===== config.mk =====
export PLATFORM = sky130hd
export DESIGN_NAME = kmo_div
export DESIGN_NICKNAME = d
export VERILOG_FILES = /design/src/rtl/core/kmo_pkg.sv /design/src/rtl/core/kmo_div.sv
export SDC_FILE = /design/constraint.sdc
export NUM_CORES = 1
export LEC_CHECK = 0
export ABC_AREA = 0
export BUFFER_PORTS_ARGS = -buffer_cell sky130_fd_sc_hd__buf_2
export CAP_MARGIN = 10
export CORE_MARGIN = 2
export CORE_UTILIZATION = 55
export DETAILED_ROUTE_END_ITERATION = 16
export PLACE_DENSITY = 0.81
export SLEW_MARGIN = 20
export SYNTH_ARGS = -nofsm -noshare
export SYNTH_HDL_FRONTEND = slang
export SYNTH_SLANG_ARGS = --single-unit

===== constraint.sdc =====
create_clock -name clk -period 3.2 [get_ports clk]
set_clock_uncertainty 0.15 [all_clocks]
set_input_delay 0.48 -clock clk [delete_from_list [all_inputs] [get_ports clk]]
set_output_delay 0.48 -clock clk [all_outputs]
set_load 0.03 [all_outputs]

===== src/rtl/core/kmo_pkg.sv =====
// ----------------------------------------------------------------------------
// kmo_pkg - shared types and constants for the KST momentum oscillator
// Transaction payloads, divider request/response, sequencer states, register
// codes and reset values.
// ----------------------------------------------------------------------------
package kmo_pkg;

  // default storage depths
  localparam int DEF_MAX_LAG    = 255;
  localparam int DEF_MAX_WINDOW = 255;
  localparam int DEF_MAX_SIGNAL = 255;

  // fixed field widths
  localparam int PRICE_BITS = 32;
  localparam int CFG_W      = 32;
  localparam int CFG_IDX_W  = 3;
  localparam int LEN_W      = 8;   // lags, window and signal lengths
  localparam int IW         = 13;  // compare width for lengths against depths
  localparam int DVD_W      = 64;  // divider dividend
  localparam int DSR_W      = 32;  // divider divisor
  localparam int RATE_W     = 32;  // Q16.16 rate
  localparam int SUM_W      = 40;  // sum of up to 255 rates
  localparam int CNT_W      = 9;
  localparam int WGT_W      = 16;
  localparam int KST_W      = 48;  // Q32.16
  localparam int ACC_W      = 50;  // Q26.24 weighted sum
  localparam int SSUM_W     = 56;  // sum of up to 255 KST values

  // register reset values
  localparam logic [CFG_W-1:0] RST_ROC_LAGS   = 32'h1E14_0F0A;
  localparam logic [CFG_W-1:0] RST_AVG_LENS   = 32'h0F0A_0A0A;
  localparam logic [WGT_W-1:0] RST_WEIGHT_1   = 16'd256;
  localparam logic [WGT_W-1:0] RST_WEIGHT_2   = 16'd512;
  localparam logic [WGT_W-1:0] RST_WEIGHT_3   = 16'd768;
  localparam logic [WGT_W-1:0] RST_WEIGHT_4   = 16'd1024;
  localparam logic [LEN_W-1:0] RST_SIGNAL_LEN = 8'd9;

  typedef enum logic [CFG_IDX_W-1:0] {
    CFG_ROC_LAGS   = 3'd0,
    CFG_AVG_LENS   = 3'd1,
    CFG_WEIGHT_1   = 3'd2,
    CFG_WEIGHT_2   = 3'd3,
    CFG_WEIGHT_3   = 3'd4,
    CFG_WEIGHT_4   = 3'd5,
    CFG_SIGNAL_LEN = 3'd6
  } cfg_idx_t;

  typedef struct packed {
    logic [31:0] price;
    logic        price_valid;
  } in_item_t;

  typedef struct packed {
    logic signed [KST_W-1:0] kst_value;
    logic                    kst_ok;
    logic signed [KST_W-1:0] signal_value;
    logic                    signal_ok;
  } out_item_t;

  typedef struct packed {
    logic             start;
    logic [DVD_W-1:0] dividend;
    logic [DSR_W-1:0] divisor;
  } div_req_t;

  typedef struct packed {
    logic             done;
    logic [DVD_W-1:0] quotient;
  } div_rsp_t;

  typedef enum logic [3:0] {
    ST_IDLE,
    ST_RD_HIST,
    ST_CHK_HIST,
    ST_DIV_ROC,
    ST_WR_WIN,
    ST_SCAN,
    ST_AVG,
    ST_DIV_AVG,
    ST_NEXT_K,
    ST_MUL,
    ST_MACC,
    ST_KST,
    ST_SSCAN,
    ST_SDIV,
    ST_SDIV_W,
    ST_DONE
  } state_t;

endpackage


===== src/rtl/core/kmo_div.sv =====
// ----------------------------------------------------------------------------
// kmo_div - shared radix-2 restoring divider
// Unsigned 64 by 32 bit division, one quotient bit per cycle; done pulses
// once the last bit is in the quotient register.
// ----------------------------------------------------------------------------
module kmo_div (
  input  logic               clk,
  input  logic               rst_n,
  input  kmo_pkg::div_req_t  req,
  output kmo_pkg::div_rsp_t  rsp
);
  import kmo_pkg::*;

  localparam int STEP_W = $clog2(DVD_W);

  logic              busy_r;
  logic              done_r;
  logic [STEP_W-1:0] step_r;
  logic [DSR_W-1:0]  rem_r;
  logic [DSR_W-1:0]  dsr_r;
  logic [DVD_W-1:0]  quo_r;
  logic [DSR_W:0]    trial_c;
  logic              take_c;

  assign trial_c = {rem_r, quo_r[DVD_W-1]};
  assign take_c  = trial_c >= {1'b0, dsr_r};

  always_ff @(posedge clk) begin
    if (!rst_n) begin
      busy_r <= 1'b0;
      done_r <= 1'b0;
      step_r <= '0;
    end else begin
      done_r <= 1'b0;
      if (req.start) begin
        busy_r <= 1'b1;
        step_r <= STEP_W'(DVD_W - 1);
      end else if (busy_r) begin
        if (step_r == '0) begin
          busy_r <= 1'b0;
          done_r <= 1'b1;
        end else begin
          step_r <= step_r - 1'b1;
        end
      end
    end
  end

  // partial remainder and quotient shift register
  always_ff @(posedge clk) begin
    if (req.start) begin
      rem_r <= '0;
      quo_r <= req.dividend;
      dsr_r <= req.divisor;
    end else if (busy_r) begin
      rem_r <= take_c ? DSR_W'(trial_c - {1'b0, dsr_r}) : DSR_W'(trial_c);
      quo_r <= {quo_r[DVD_W-2:0], take_c};
    end
  end

  assign rsp.done     = done_r;
  assign rsp.quotient = quo_r;

endmodule


==> results of run 1 <==
## cell usage after synthesis, types with 3 or more instances
| cell | count |
|---|---|
| edfxtp_1 | 96 |
| mux2_2 | 64 |
| inv_1 | 44 |
| dfxtp_1 | 40 |
| nor2_1 | 39 |
| a21oi_1 | 37 |
| ha_1 | 34 |
| nand2_1 | 34 |
| nand3_1 | 33 |
| clkbuf_1 | 27 |
| a311oi_1 | 19 |
| o21ai_1 | 19 |
| xnor2_1 | 18 |
| o21ai_0 | 15 |
| a21o_1 | 14 |
| nand4_1 | 14 |
| and3_1 | 12 |
| nor3_1 | 11 |
| o211ai_1 | 10 |
| xor2_1 | 8 |
| a31oi_1 | 7 |
| buf_2 | 7 |
| buf_4 | 7 |
| nand2b_1 | 7 |
| and2_1 | 6 |
| a211oi_1 | 5 |
| o2111ai_1 | 5 |
| o21a_1 | 5 |
| o31ai_1 | 5 |
| a21boi_0 | 4 |
| o21bai_1 | 4 |
| a211o_1 | 3 |
| a41oi_1 | 3 |
| nor2b_1 | 3 |
| o221ai_1 | 3 |
| or4_1 | 3 |
## where the power goes
group / internal (mW) / total (mW) / leakage [nW] / switching (mW)
sequential: 2.07 / 2.15 / 1.29 / 0.0863
clock: 1.07 / 1.86 / 0.268 / 0.789
combinational: 0.399 / 1.04 / 2.32 / 0.638
total: 3.54 / 5.05 / 3.88 / 1.51
## metal layers
metal | part of all wire | vias up
li1 | - | 2923
met1 | 0.39 | 2983
met2 | 0.49 | 315
met3 | 0.087 | 51
met4 | 0.031 | 0
met5 | 0 | -
## cell type report
| cell class | instances | area, um2 | share of cell area |
|---|---|---|---|
| well taps | 176 | 220 | 0.0242 |
| clock buffers | 18 | 429 | 0.0471 |
| inverters | 45 | 169 | 0.0185 |
| repair buffers | 180 | 962 | 0.106 |
| flip-flops and latches | 136 | 3680 | 0.405 |
| multi-input cells | 469 | 3520 | 0.386 |
| clock inverters | 14 | 125 | 0.0137 |
## worst max-delay path: stages, from the launching register on
cell and delay [ns]:
edfxtp_1 0.33, inv_1 0.05, ha_2 0.40, and2_4 0.18, and3_1 0.21, nand2b_1 0.11
or4_1 0.51, nand3_1 0.14, a211o_1 0.24, buf_6 0.19, o22ai_1 0.09, a311oi_1 0.31
## state kept, by name (all words and copies together) (netlist names)
name    count
quo_r      64
dsr_r      32
rem_r      32
step_r      6
busy_r      1
done_r      1
## path summary, 6_finish.rpt
path | startpoint | to | cells past startpoint
max | dsr_r[25] | rem_r[23] | 11
min | req[8] | dsr_r[8] | 1
max reg2reg | dsr_r[25] | rem_r[23] | 11
min reg2reg | rem_r[18] | rem_r[18] | 2
## metrics by stage
stage	instances	util	hold slack, ns	setup WS [ns]
after global routing	1038	0.685	0.0665	0.0295
after CTS	1038	0.680	0.0602	0.0606
final	1038	0.685	0.0753	0.176
after detailed placement	1006	0.639	0.349	0.0897
after floorplan	691	-	0.311	0.296
after global placement	1006	0.639	0.333	0.166
## logic make-up after synthesis
group	count (synthesis)
fa+ha+maj	35
xor+xnor	26
flops	136
buf+inv	86
simple gates	170
mux	64
compound gates	174
==> impl_metrics.ini, run 1 <==
[synth]
synth_top_flop_cell = edfxtp_1
yosys.area.top_type_share = 0.385
synthTopCellsByArea = edfxtp_1 (38%), dfxtp_1 (11%), mux2_2 (9.6%)
syn_area_mm2 = 0.00750
synth-seq-cells = 136
yosysSeqAreaShare = 0.491
synth-adder-area-share = 0.0594
ys_types = 56
synth-compound-area-share = 0.163
synth_top_area_cell = edfxtp_1
synthArstFlopShare = 0
synth_edf_count = 96
synth_xor_area_frac = 0.0304
synth_top_family_by_area = compound AO/OA/AOI/OAI gates
synthCells = 691
synth.mux.area_fraction = 0.0961
syn_avg_cell_area_um2 = 10.8
synthSimpleGateAreaFrac = 0.112
synth_nets = 825
ys.warnings.count = 0

[global_routing]
grt_pass1_vias = 6114
grt_pass1_wl_mm = 31.0
use_met2 = 0.456
grt_util_met1 = 0.327
grt_start_max_net_pins = 81
grt.total_usage = 0.273
grt_use_met3 = 0.0840
top_usage_layer = met2
antenna_found_initial = 0
grt_overflow = 0

[power_and_ir_drop]
pwr_density_cell_mw_per_mm2 = 555
leakagePower_nw = 3.88
p_total_mw = 5.05
ir_drop_mv = 0.433

[placed_design]
dp_hpwl_mm = 14.0
gp_congestion = 0.963
portBuffers = 163
place_area_mm2 = 0.00849

[timing]
fmax_ghz = 0.331
finalCriticalPeriod_ns = 3.02
tns_ns = 0
finalHoldViolations = 0
drv_slew = 0
rsz0062_at_grt = no
final.period_utilization = 0.945
setup_viol = 0
tightest_slew_ns = 0.881
relSlewSlack = 0.411

[cts]
clk_pin_slew_ns = 0.06
clk_latency_ns = 0.43
cts.sinks = 136
ctsHoldBuffers = 0
cts_tree = yes
postCtsSetupBuffers = 0
cts_resized = 0
clk_path_buf_depth = 2
numCtsBuffers = 17
clockRootBuffer = clkbuf_16
h-tree-depth = 4

[route]
wl_per_cell_um = 19.1
drt_wl_total_mm = 19.8
firstDrtPassIters = 5
detail-route-antenna-nets = 0
via_per_inst = 6.04
vias = 6272
drt_iter0_drc = 457
route.detailed.drc = 0

[worst_setup_path]
end_kind = register
crit_fanout = 13
cp-start-kind = register
worstPathRequired_ns = 3.37
path_class = reg -> reg
worst_ep_arrival_time_ns = 3.19
r2r_slack_ns = 0.18

[floorplan]
num_io_pins = 164
dieWidth_um = 121
initial_core_util = 0.564
dieArea_mm2 = 0.0146
core_mm2 = 0.0133
die_y_um = 121
rows = 42

[flow_run]
maxCapViolCount = 0

[layout]
final_cell_mix = buf_2 (162), edfxtp_1 (96), mux2_2 (64)
final_net_count = 983
syn2layout_area_growth_pct = 21.5
fillerInstances = 998
drive_gt1_frac = 0.340
design_area_mm2 = 0.00911
diodes = 0
layout_commonest_cell = buf_2

[hold_path]
hold_class = in -> reg

[outcome]
status = finished, final reports clean
Note: power is estimated with default switching activity, not from simulation.
==> run 2, diff against run 1 <==
--- a/config.mk
+++ b/config.mk
@@ -12,6 +12,7 @@
 export CORE_UTILIZATION = 55
 export DETAILED_ROUTE_END_ITERATION = 16
 export PLACE_DENSITY = 0.81
+export RECOVER_POWER = 25
 export SLEW_MARGIN = 20
 export SYNTH_ARGS = -nofsm -noshare
 export SYNTH_HDL_FRONTEND = slang
==> run 2 against run 1 <==
  * Design area hardly changed
  * Sequential power hardly changed
  * Core utilization hardly changed
  * First-iteration DRC count stayed put
  * Via count hardly changed
  * Wire length hardly changed
  * Combinational power hardly changed
  * Non-clock buffer count stayed put
  * Sequential share of layout area hardly changed
  * Clock power hardly changed
  * Register-to-register slack hardly changed
  * Largest power group unchanged
==> impl_metrics.ini, run 2 (synthesis results as in run 1) <==
[layout]
largest_reg_flops = 64
final_cell_mix = buf_2 (162), edfxtp_1 (96), mux2_2 (64)
syn2layout_area_growth_pct = 21.4
layout_commonest_cell = buf_2
diodes = 0
drive_gt1_frac = 0.339
fillerInstances = 997
largest_register = quo_r
final_net_count = 983
reg_top3 = quo_r: 64 flops, dsr_r: 32 flops, rem_r: 32 flops

[power_and_ir_drop]
p_total_mw = 5.05
pwr_density_cell_mw_per_mm2 = 555
ir_drop_mv = 0.433
leakagePower_nw = 3.87

[floorplan]
die_y_um = 121
rows = 42
dieWidth_um = 121
initial_core_util = 0.564
dieArea_mm2 = 0.0146
num_io_pins = 164
core_mm2 = 0.0133

[global_routing]
grt_overflow = 0
grt_pass1_vias = 6114
grt.total_usage = 0.273
grt_pass1_wl_mm = 31.0
grt_start_max_net_pins = 81
antenna_found_initial = 0

[worst_setup_path]
rr_worst_depth = 11
path_class = reg -> reg
r2r_slack_ns = 0.18
path_cells = inv_1, ha_2, and2_4, and3_1, nand2b_1, or4_1, nand3_1, a211o_1, buf_6, o22ai_1, a311oi_1
slowest_stage = or4_1
critPathTopFamily = simple AND/OR/NAND/NOR gates
slowest_delay_ns = 0.51
end_kind = register
crit_fanout = 13
worst-path-buf-inv = 2
r2r_start = dsr_r[25]
worst_ep_arrival_time_ns = 3.19
reg2reg_to = rem_r[23]
worstPathRequired_ns = 3.37
cp-start-kind = register

[placed_design]
portBuffers = 163
gp_congestion = 0.963
dp_hpwl_mm = 14.0

[hold_path]
hp-start = req[8]
min_path_cells = 1
whs_endpoint = dsr_r[8]
hold_class = in -> reg

[route]
drt_iter0_drc = 457
drt_wl_total_mm = 19.8
detail-route-antenna-nets = 0
via_per_inst = 6.04
route.detailed.drc = 0
firstDrtPassIters = 6
wl_per_cell_um = 19.1
vias = 6267

[timing]
final.period_utilization = 0.945
fmax_ghz = 0.331
finalCriticalPeriod_ns = 3.02
finalHoldViolations = 0
relSlewSlack = 0.405
drv_slew = 0
setup_viol = 0
tightest_slew_ns = 0.889
tns_ns = 0
rsz0062_at_grt = no

[cts]
clk_path_buf_depth = 2
postCtsSetupBuffers = 0
h-tree-depth = 4
clockRootBuffer = clkbuf_16
cts.sinks = 136
cts_tree = yes
numCtsBuffers = 17
clk_latency_ns = 0.43
clk_pin_slew_ns = 0.06

[flow_run]
maxCapViolCount = 0

[outcome]
status = finished, final reports clean
-- run 2: cell count changes in the layout (fill, tap and decap cells not counted) --
cell      change
buf_4         -1
clkbuf_1      +1
-- run 2: cell type report --
type / count / area, um2 / share of cell area
sequential: 136 / 3680 / 0.405
multi-input combinational: 469 / 3520 / 0.386
timing repair buffer: 180 / 958 / 0.105
clock buffer: 18 / 429 / 0.0471
tap: 176 / 220 / 0.0242
inverter: 45 / 169 / 0.0186
clock inverter: 14 / 125 / 0.0137
-- run 2: metrics by stage --
stage | util | instance area, um2 | hold slack, ns | instances | worst slack [ns]
3_5_place_dp | 0.639 | 8490 | 0.349 | 1006 | 0.0897
4_1_cts | 0.680 | 9050 | 0.0602 | 1038 | 0.0606
6_report | 0.685 | 9100 | 0.0755 | 1038 | 0.176
2_1_floorplan | - | 7500 | 0.311 | 691 | 0.296
5_1_grt | 0.685 | 9100 | 0.0665 | 1038 | 0.0295
3_3_place_gp | 0.639 | 8490 | 0.333 | 1006 | 0.166
-- run 2: how the worst max path moves through the flow --
| stage | start | endpoint | slack [ns] | cells after the start |
|---|---|---|---|---|
| final | dsr_r[25] | rem_r[23] | 0.18 | 11 |
| after CTS | rem_r[13] | rem_r[23] | 0.06 | 9 |
| after global routing | dsr_r[7] | rem_r[7] | 0.03 | 10 |
| after detailed placement | rem_r[13] | rem_r[23] | 0.09 | 9 |
| after global placement | rem_r[13] | rem_r[7] | 0.17 | 9 |
| after floorplan | dsr_r[26] | quo_r[0] | 0.30 | 12 |
-- run 2: power by group --
part           leakage (nW)  internal [mW]  switching [mW]
sequential             1.29           2.07          0.0863
clock                 0.268           1.07           0.787
combinational          2.32          0.399           0.638
-- run 2: layer usage --
metal  wire, um  track usage  vias to the layer above
li1           -            -                     2923
met4        630        0.116                        0
met5          0            0                        -
met3       1710       0.0840                       51
met1       7670        0.327                     2981
met2       9790        0.456                      312
-- run 2: timing repair --
item | CTS | global route
hold buffers | 0 | 0
gates resized for setup | 0 | 13
setup endpoints to repair | 0 | 14
